==> config.mk <==
export PLATFORM = sky130hd
export DESIGN_NAME = sbavg_ctrl
export DESIGN_NICKNAME = d
export VERILOG_FILES = /design/src/hw/rtl/sbavg_pkg.sv /design/src/hw/rtl/sbavg_ctrl.sv
export SDC_FILE = /design/constraint.sdc
export NUM_CORES = 1
export LEC_CHECK = 0
export BUFFER_PORTS_ARGS = -buffer_cell sky130_fd_sc_hd__buf_2
export CORE_UTILIZATION = 40
export DETAILED_ROUTE_END_ITERATION = 8
export PLACE_DENSITY = 0.66
export SLEW_MARGIN = 0
export SYNTH_ARGS = -nofsm -noshare
export SYNTH_HDL_FRONTEND = slang
export SYNTH_SLANG_ARGS = --single-unit
==> constraint.sdc <==
create_clock -name clk -period 1.9 [get_ports clk]
set_clock_uncertainty 0.05 [all_clocks]
set_input_delay 0.38 -clock clk [delete_from_list [all_inputs] [get_ports clk]]
set_output_delay 0.38 -clock clk [all_outputs]
set_load 0.01 [all_outputs]
==> src/hw/rtl/sbavg_pkg.sv <==
// ----------------------------------------------------------------------------
// sbavg_pkg
// Shared sizes, item codes and controller/datapath interface structs for the
// sorted point bin averager.
// ----------------------------------------------------------------------------
`default_nettype none

package sbavg_pkg;

	// Depth of the edge store and width of the per-bin point counter.
	localparam int MAX_EDGES  = 256;
	localparam int COUNT_BITS = 16;

	// Fixed field widths.
	localparam int WORD_W = 32;
	localparam int BIN_W  = 8;
	localparam int MODE_W = 2;

	// Derived sizes.
	localparam int EDGE_AW = (MAX_EDGES > 2) ? $clog2(MAX_EDGES) : 1;
	// Wide enough for an edge store index and for a bin number plus one.
	localparam int IDX_W   = (EDGE_AW + 1 > BIN_W + 1) ? EDGE_AW + 1 : BIN_W + 1;
	// A sum of up to 2^COUNT_BITS-1 words never leaves this width.
	localparam int SUM_W   = WORD_W + COUNT_BITS;
	// Largest usable bin count.
	localparam int NB_MAX  = (MAX_EDGES - 1 > 255) ? 255 : MAX_EDGES - 1;

	// Item codes carried in the mode field.
	localparam logic [MODE_W-1:0] MODE_EDGE  = 2'd0;
	localparam logic [MODE_W-1:0] MODE_POINT = 2'd1;
	localparam logic [MODE_W-1:0] MODE_END   = 2'd2;

	// Commands from the controller to the datapath.
	typedef struct packed {
		logic cap_point;    // register the accepted item's point fields
		logic wr_edge;      // write the accepted item's edge into the store
		logic rd_en;        // read one edge of the current bin
		logic rd_hi;        // read the upper edge instead of the lower one
		logic lo_ld;        // take the read edge as the lower edge
		logic hi_ld;        // take the read edge as the upper edge
		logic acc;          // accumulate the point, or flag it if the count is full
		logic inc_bin;      // move to the next bin
		logic set_fin;      // mark the data set as finished
		logic rewind;       // restart for a new data set
		logic div_start;    // start one division by the point count
		logic div_sel_err;  // divide the error sum instead of the value sum
		logic avg_v_ld;     // keep the signed value average
		logic out_ld;       // load the output register
		logic clear_acc;    // clear the accumulators after a report
	} cmd_t;

	// Status from the datapath to the controller.
	typedef struct packed {
		logic set_fin;      // data set is finished
		logic bin_past;     // current bin is not below the bin count
		logic next_past;    // the bin after the current one is not below the count
		logic count_nz;     // the current bin holds points
		logic pos_lt_lo;    // point lies below the lower edge
		logic pos_gt_hi;    // point lies above the upper edge
		logic div_done;     // division finished in this cycle
		logic out_free;     // output register can take a result now
	} stat_t;

endpackage

`default_nettype wire

==> src/hw/rtl/sbavg_ctrl.sv <==
// ----------------------------------------------------------------------------
// sbavg_ctrl
// Controller: item decode, bin walk and report sequencing.
// ----------------------------------------------------------------------------
`default_nettype none

module sbavg_ctrl
	import sbavg_pkg::*;
(
	input  wire logic              clk,
	input  wire logic              arst_n,
	input  wire logic              in_valid,
	output logic                   in_ready,
	input  wire logic [MODE_W-1:0] mode,
	input  wire stat_t             stat,
	output cmd_t                   cmd
);

	typedef enum logic [3:0] {
		S_IDLE,
		S_RD_LO,
		S_RD_HI,
		S_RD_END,
		S_CMP,
		S_ADV,
		S_DIV_V,
		S_DIV_V_W,
		S_DIV_E,
		S_DIV_E_W,
		S_EMIT
	} state_t;

	// What follows a report.
	typedef enum logic [1:0] {
		RET_ADV,
		RET_FINISH,
		RET_REWIND
	} ret_t;

	state_t state_q, state_d;
	ret_t   ret_q, ret_d;
	logic   first_q, first_d;
	logic   report_q, report_d;
	logic   accept;

	assign in_ready = state_q == S_IDLE;
	assign accept   = in_valid && in_ready;

	always_comb begin
		cmd      = '0;
		state_d  = state_q;
		ret_d    = ret_q;
		first_d  = first_q;
		report_d = report_q;
		unique case (state_q)
			S_IDLE: begin
				if (accept) begin
					cmd.cap_point = 1'b1;
					unique case (mode)
						MODE_EDGE: begin
							cmd.wr_edge = 1'b1;
						end
						MODE_POINT: begin
							if (!stat.set_fin) begin
								if (stat.bin_past) begin
									// The bin count shrank under the current bin.
									if (stat.count_nz) begin
										report_d = 1'b1;
										ret_d    = RET_FINISH;
										state_d  = S_RD_LO;
									end else begin
										cmd.set_fin = 1'b1;
									end
								end else begin
									report_d = 1'b0;
									first_d  = 1'b1;
									state_d  = S_RD_LO;
								end
							end
						end
						MODE_END: begin
							if (!stat.set_fin && stat.count_nz) begin
								report_d = 1'b1;
								ret_d    = RET_REWIND;
								state_d  = S_RD_LO;
							end else begin
								cmd.rewind = 1'b1;
							end
						end
						default: begin
						end
					endcase
				end
			end
			S_RD_LO: begin
				cmd.rd_en = 1'b1;
				state_d   = S_RD_HI;
			end
			S_RD_HI: begin
				cmd.lo_ld = 1'b1;
				cmd.rd_en = 1'b1;
				cmd.rd_hi = 1'b1;
				state_d   = S_RD_END;
			end
			S_RD_END: begin
				cmd.hi_ld = 1'b1;
				state_d   = report_q ? S_DIV_V : S_CMP;
			end
			S_CMP: begin
				// The first look at a point tests the lower edge first; after an
				// advance the upper edge comes first.
				priority if (first_q && stat.pos_lt_lo) begin
					state_d = S_IDLE;
				end else if (stat.pos_gt_hi) begin
					if (stat.count_nz) begin
						ret_d   = RET_ADV;
						state_d = S_DIV_V;
					end else begin
						state_d = S_ADV;
					end
				end else if (stat.pos_lt_lo) begin
					state_d = S_IDLE;
				end else begin
					cmd.acc = 1'b1;
					state_d = S_IDLE;
				end
			end
			S_ADV: begin
				cmd.inc_bin = 1'b1;
				if (stat.next_past) begin
					cmd.set_fin = 1'b1;
					state_d     = S_IDLE;
				end else begin
					first_d  = 1'b0;
					report_d = 1'b0;
					state_d  = S_RD_LO;
				end
			end
			S_DIV_V: begin
				cmd.div_start = 1'b1;
				state_d       = S_DIV_V_W;
			end
			S_DIV_V_W: begin
				if (stat.div_done) begin
					cmd.avg_v_ld = 1'b1;
					state_d      = S_DIV_E;
				end
			end
			S_DIV_E: begin
				cmd.div_start   = 1'b1;
				cmd.div_sel_err = 1'b1;
				state_d         = S_DIV_E_W;
			end
			S_DIV_E_W: begin
				if (stat.div_done) begin
					state_d = S_EMIT;
				end
			end
			S_EMIT: begin
				if (stat.out_free) begin
					cmd.out_ld    = 1'b1;
					cmd.clear_acc = 1'b1;
					unique case (ret_q)
						RET_ADV: begin
							state_d = S_ADV;
						end
						RET_FINISH: begin
							cmd.set_fin = 1'b1;
							state_d     = S_IDLE;
						end
						RET_REWIND: begin
							cmd.rewind = 1'b1;
							state_d    = S_IDLE;
						end
						default: begin
							state_d = S_IDLE;
						end
					endcase
				end
			end
			default: begin
				state_d = S_IDLE;
			end
		endcase
	end

	always_ff @(posedge clk or negedge arst_n) begin
		if (!arst_n) begin
			state_q  <= S_IDLE;
			ret_q    <= RET_ADV;
			first_q  <= 1'b0;
			report_q <= 1'b0;
		end else begin
			state_q  <= state_d;
			ret_q    <= ret_d;
			first_q  <= first_d;
			report_q <= report_d;
		end
	end

endmodule

`default_nettype wire

==> results of run 1 <==
[power by group]
group	switching, mW	leakage [nW]	total, mW	internal, mW
clock	0.0564	0.0138	0.129	0.0722
sequential	0.0929	0.0955	0.340	0.248
combinational	0.481	0.475	1.00	0.521
[flip-flops by register name, summed over array words and instances, names as in the netlist]
register / flops
state_q: 4
ret_q: 2
first_q: 1
report_q: 1
[worst paths after layout]
| check | from | endpoint | slack (ps) | cells past startpoint |
|---|---|---|---|---|
| setup / recovery | state_q[0] | cmd[6] | -70 | 5 |
| hold / removal | stat[5] | first_q | 400 | 3 |
| setup reg to reg | state_q[0] | state_q[0] | 70 | 6 |
| hold reg to reg | ret_q[1] | ret_q[1] | 520 | 1 |
| max in group asynchronous | arst_n | state_q[2] | 1160 | 2 |
| min in group asynchronous | arst_n | report_q | 450 | 2 |
[through the flow]
step / std cells / setup WS (ps) / total power, mW / hold slack, ps
floorplan: 101 / 121.9 / 0.8385 / 34.41
global placement: 156 / 103.4 / 1.114 / 179.1
detailed placement: 156 / 49.25 / 1.129 / 180.8
CTS: 167 / -64.81 / 1.369 / 392.4
global route: 168 / -151.1 / 1.584 / 396.6
finish: 168 / -70.64 / 1.472 / 395.5
[repair_timing]
item | in CTS | in global routing
hold buffers | 1 | 0
setup buffers | 7 | 1
setup endpoints to repair | 6 | 10
resized for setup | 12 | 9
hold endpoints to repair | 8 | 0
gates cloned | 0 | 0
pin swaps | 7 | 3
[per-layer routing]
metal  GRT usage, %  routed length (um)  vias up
met5              0                   0        -
met4          10.00                  42        0
met3          3.137                 113        6
met2          41.39                1186       36
met1          30.07                1020      448
li1               -                   -      452
[final cells by class]
| cell class | instances | area, um2 |
|---|---|---|
| Inverter | 7 | 26.28 |
| Fill cell | 152 | 624.3 |
| Sequential cell | 8 | 205.2 |
| Tap cell | 25 | 31.28 |
| Timing Repair Buffer | 46 | 290.3 |
| Clock buffer | 3 | 22.52 |
| Multi-Input combinational cell | 79 | 583.1 |
[worst max-delay path: stages, from the launching register on]
cell,delay (ps)
dfrtp_2,440
nor4_4,310
and2_4,190
nand4_1,90
o311ai_1,80
buf_2,170
[cells by family after synthesis]
logic type | count (synthesis)
AO/OA/AOI/OAI | 22
buffers and inverters | 14
flip-flops | 8
multiplexers | 4
AND/OR/NAND/NOR | 53
[cells in the final DEF, fill, tap and decap left out, drive strengths merged, types with 2 or more instances in the layout]
| cell type | Yosys | layout |
|---|---|---|
| buf | 5 | 45 |
| nand2 | 6 | 6 |
| nor4b | 3 | 3 |
| a21boi | 2 | 2 |
| inv | 7 | 7 |
| a31oi | 2 | 2 |
| clkbuf | 2 | 3 |
| nand3b | 3 | 3 |
| nand4 | 2 | 2 |
| a21oi | 4 | 4 |
| nor3 | 6 | 6 |
| a211oi | 2 | 2 |
| nand2b | 8 | 8 |
| nor2 | 11 | 11 |
| o21ai | 2 | 2 |
| dfrtp | 8 | 8 |
| mux2 | 3 | 3 |
| nor2b | 3 | 3 |
| nand3 | 2 | 2 |
==> reports/metrics.yaml, run 1 <==
status:
  status: "finished, violations left"
  violations: "setup timing"
logic_synthesis:
  synthTopCellsByCount: "11 x nor2_1, 8 x dfrtp_1, 7 x inv_1, 7 x nand2b_1"
  synth-xor-area-share_pct: 0
  ys_seq_area_share_pct: 25.32
  yosysMostFrequentCell: "nor2_1"
  postSynthAreaPerCell_um2: 7.829
  synthMuxAreaShare_pct: 5.538
  async_reset_ff_share_pct: 100.0
  synth_top_cell_area_share_pct: 25.32
  ys_warn_count: 0
  synth-edff-count: 0
  synth_area_leader_cell: "dfrtp_1"
  synth-main-ff-cell: "dfrtp_1"
  yosys.area_share.adder_pct: 0
  synthCells: 101
  synthSimpleGateAreaFrac_pct: 39.87
  synth_nets: 114
  synth_cell_types: 42
  ys_ff_latch: 8
  synth_top_family_by_area: "simple AND/OR/NAND/NOR gates"
  syn_area_um2: 790.8
  synth.area.top_cells: "dfrtp_1 25%, nand2b_1 5.5%, nor2_1 5.2%"
  synth_compound_area_share_pct: 21.20
finish:
  syn_to_final_growth_pct: 46.52
  final_util_pct: 64.98
  drive_above_1_share_pct: 45.45
  insertedDiodeCount: 0
  final_nets: 158
  fin_area_mm2: 0.001159
clock_tree:
  cts_sinks: 8
  clk_latency_ps: 250
  clk_path_buf_depth: 2
  cts_root_buf: "clkbuf_4"
  cts_max_level: 1
  cts-buffers-inserted: 3
  path_clk_slew_ps: 60
  cts_tree: "yes"
floorplan:
  start_util_pct: 44.35
  die_y_um: 46.46
  die_w_um: 46.46
  design.core.area_mm2: 0.001783
  num_rows: 15
  io_pins: 29
  dieArea_mm2: 0.002159
timing:
  setup_viol: 3
  setup_tns_ps: -130.0
  drv_slew: 0
  finalCritPeriodShare_pct: 103.7
  postLayoutSetupSlackWorst_ps: -70.64
  finalCriticalPeriod_ps: 1971
  hold_viol: 0
  max_slew_margin_pct: 72.76
  rsz0062_at_grt: "yes"
  max_freq_mhz: 507.4
  tightestPinTransition_ps: 404.9
placed_design:
  port_buffers: 28
  place_area_um2: 992.2
  hpwl_um: 1701
  gp_congestion: 0.8779
run:
  maxCapViolCount: 0
global_routing:
  overflow: 0
  grt_pass1_wl_um: 3657
  grt_use_total_pct: 24.21
  grt_pass1_vias: 859
  grt_max_degree: 13
  antenna_found_initial: 0
critical_path:
  crit_path_max_fanout: 5
  cp.required_ps: 1470
  cp-end-kind: "output port"
  start_kind: "flip-flop"
  cp.arrival_ps: 1540
  critical_path_class: "reg2out"
drt:
  route.detailed.drc: 0
  vias_per_cell: 5.607
  drt_wl_total_um: 2362
  drt_iter0_drc: 35
  ant_nets: 0
  num_vias: 942
  firstDrtPassIters: 4
  wl_per_cell_um: 14.06
power:
  p_leak_nw: 0.5840
  ir_worst_vdd_mv: 0.7279
  power_density_mw_per_mm2: 1270
min_path:
  min_path_type: "in2reg"
Power figures use the tool's default switching activity.
==> run 2: changes to the inputs <==
--- a/config.mk
+++ b/config.mk
@@ -5,10 +5,11 @@
 export SDC_FILE = /design/constraint.sdc
 export NUM_CORES = 1
 export LEC_CHECK = 0
+export ABC_AREA = 1
 export BUFFER_PORTS_ARGS = -buffer_cell sky130_fd_sc_hd__buf_2
 export CORE_UTILIZATION = 40
 export DETAILED_ROUTE_END_ITERATION = 8
-export PLACE_DENSITY = 0.66
+export PLACE_DENSITY = 0.65
 export SLEW_MARGIN = 0
 export SYNTH_ARGS = -nofsm -noshare
 export SYNTH_HDL_FRONTEND = slang
==> reports/metrics.yaml, run 2 <==
global_routing:
  grt_max_degree: 9
  grt_pass1_vias: 865
  overflow: 0
  grt_busiest_layer: "met2"
  use_met1_pct: 30.16
  grt_pass1_wl_um: 3505
  grtUsageMet3_pct: 2.642
  use_met2_pct: 34.05
  grt_use_total_pct: 22.32
  antenna_found_initial: 0
finish:
  mostFrequentLayoutCell: "nand2_1"
  reg_top3: "state_q x4, ret_q x2"
  final_util_pct: 58.55
  insertedDiodeCount: 0
  syn_to_final_growth_pct: 37.42
  final_cell_mix: "50 x nand2_1, 28 x buf_2, 18 x nor2_1"
  largest_register_ffs: 4
  drive_above_1_share_pct: 33.51
  final_cells: 215
  final_nets: 203
  top_register: "state_q"
timing:
  max_slew_margin_pct: 73.24
  max_freq_mhz: 534.5
  rsz0062_at_grt: "yes"
  finalCriticalPeriod_ps: 1871
  setup_viol: 0
  hold_viol: 0
  tightestPinTransition_ps: 397.7
  drv_slew: 0
  postLayoutSetupSlackWorst_ps: 28.96
  whs_ps: 370.0
  finalCritPeriodShare_pct: 98.48
placed_design:
  hpwl_um: 2044
  post-place-ws_ps: 121.7
  dp_cells: 205
  port_buffers: 28
  gp_congestion: 0.8902
floorplan:
  die_w_um: 47.71
  io_pins: 29
  die_y_um: 47.71
  start_util_pct: 42.60
  dieArea_mm2: 0.002276
  design.core.area_mm2: 0.001962
  num_rows: 16
power:
  power_density_mw_per_mm2: 1622
  p_seq_share_pct: 19.6
  ir_worst_vdd_mv: 0.9707
  switching_power_mw: 1.005
  switching_share_pct: 53.94
  p_leak_nw: 0.6694
  combPwrFrac_pct: 73.8
  p_int_uw: 858.2
  p_clk_share_pct: 6.6
critical_path:
  crit_path_max_fanout: 4
  rrSetupSlack_ps: 330
  cp-end-kind: "output port"
  cp.required_ps: 1470
  start_kind: "flip-flop"
  reg2reg_from: "state_q[2]"
  cp.arrival_ps: 1440
  critical_path_class: "reg2out"
  reg2reg_to: "ret_q[0]"
  rr_worst_depth: 10
drt:
  firstDrtPassIters: 5
  num_vias: 1134
  vias_per_cell: 5.274
  route.detailed.drc: 0
  wl_per_cell_um: 11.69
  drt_wl_total_um: 2513
  drt_iter0_drc: 41
  ant_nets: 0
logic_synthesis:
  syn_area_um2: 835.8
  postSynthAreaPerCell_um2: 5.609
  synth-main-ff-cell: "dfrtp_1"
  ys_ff_latch: 8
  ys_seq_area_share_pct: 23.95
  ys_warn_count: 0
  synth.area.top_cells: "dfrtp_1 24%, nand2_1 23%, nor2_1 9.4%"
  synth_top_cell_area_share_pct: 23.95
  yosysMostFrequentCell: "nand2_1"
  synth_cell_types: 19
  synth_area_leader_cell: "dfrtp_1"
  synthTopCellsByCount: "52 x nand2_1, 21 x nor2_1, 17 x inv_1"
  synth_nets: 162
  synth-edff-count: 0
  async_reset_ff_share_pct: 100.0
  synthCells: 149
run:
  maxCapViolCount: 0
min_path:
  whs_path_depth: 4
  min_from: "stat[1]"
  min_path_type: "in2reg"
  min_to: "state_q[2]"
clock_tree:
  path_clk_slew_ps: 50
  clk_latency_ps: 250
  cts_sinks: 8
  cts_tree: "yes"
  clk_path_buf_depth: 2
  cts-buffers-inserted: 3
  cts_root_buf: "clkbuf_4"
  cts_max_level: 1
status:
  status: "finished clean"
==> run 2: cell type report <==
cell class | instances | area [um2]
Inverter | 20 | 75.07
Sequential cell | 8 | 203.9
Multi-Input combinational cell | 119 | 595.6
Fill cell | 208 | 813.3
Clock buffer | 3 | 22.52
Tap cell | 27 | 33.78
Timing Repair Buffer | 38 | 217.7
==> run 2: repair_timing <==
item	CTS	global route
endpoints found under the setup margin	3	4
hold endpoints to repair	8	0
hold buffers	1	0
pin swaps	1	1
resized for setup	5	12
buffers inserted	2	4
==> run 2: kinds of logic after synthesis <==
kind of cell           Yosys count  synth area share [%]
AO/OA/AOI/OAI                   10                 7.035
buffers and inverters           22                 10.78
flip-flops                       8                 23.95
AND/OR/NAND/NOR                109                 58.24
==> run 2: critical path, stage by stage (launching register included) <==
cell	delay, ps
dfrtp_1	430
inv_2	110
nand2_1	90
nor2_4	130
nand2_2	80
o32ai_2	190
buf_2	160
==> run 2: worst max-delay path by stage <==
stage | startpoint | to | slack, ps
after floorplan | state_q[2] | cmd[13] | 180
after global placement | state_q[0] | cmd[5] | 190
after detailed placement | state_q[0] | cmd[5] | 120
after CTS | state_q[1] | cmd[5] | 10
after global routing | state_q[0] | cmd[5] | -60
final | state_q[2] | cmd[5] | 30
==> run 2: power groups by stage <==
stage               logic (mW)  clock network, mW  registers [mW]
floorplan                0.847                  0           0.320
CTS                       1.25              0.131           0.340
finish                    1.37              0.123           0.365
detailed placement        1.18                  0           0.344
global placement          1.17                  0           0.339
global route              1.51              0.140           0.372
==> run 2: per-layer routing <==
metal	share of wire [%]	vias up
met5	0	-
met4	2.5	0
met3	5.6	12
met2	47	54
met1	45	511
li1	-	557
==> run 2: through the flow <==
step	power (mW)	instance area, um2	setup TNS, ps
floorplan	1.167	835.8	0
global placement	1.506	1017	0
detailed placement	1.525	1017	0
CTS	1.717	1079	0
global route	2.026	1149	-124.3
finish	1.863	1149	0
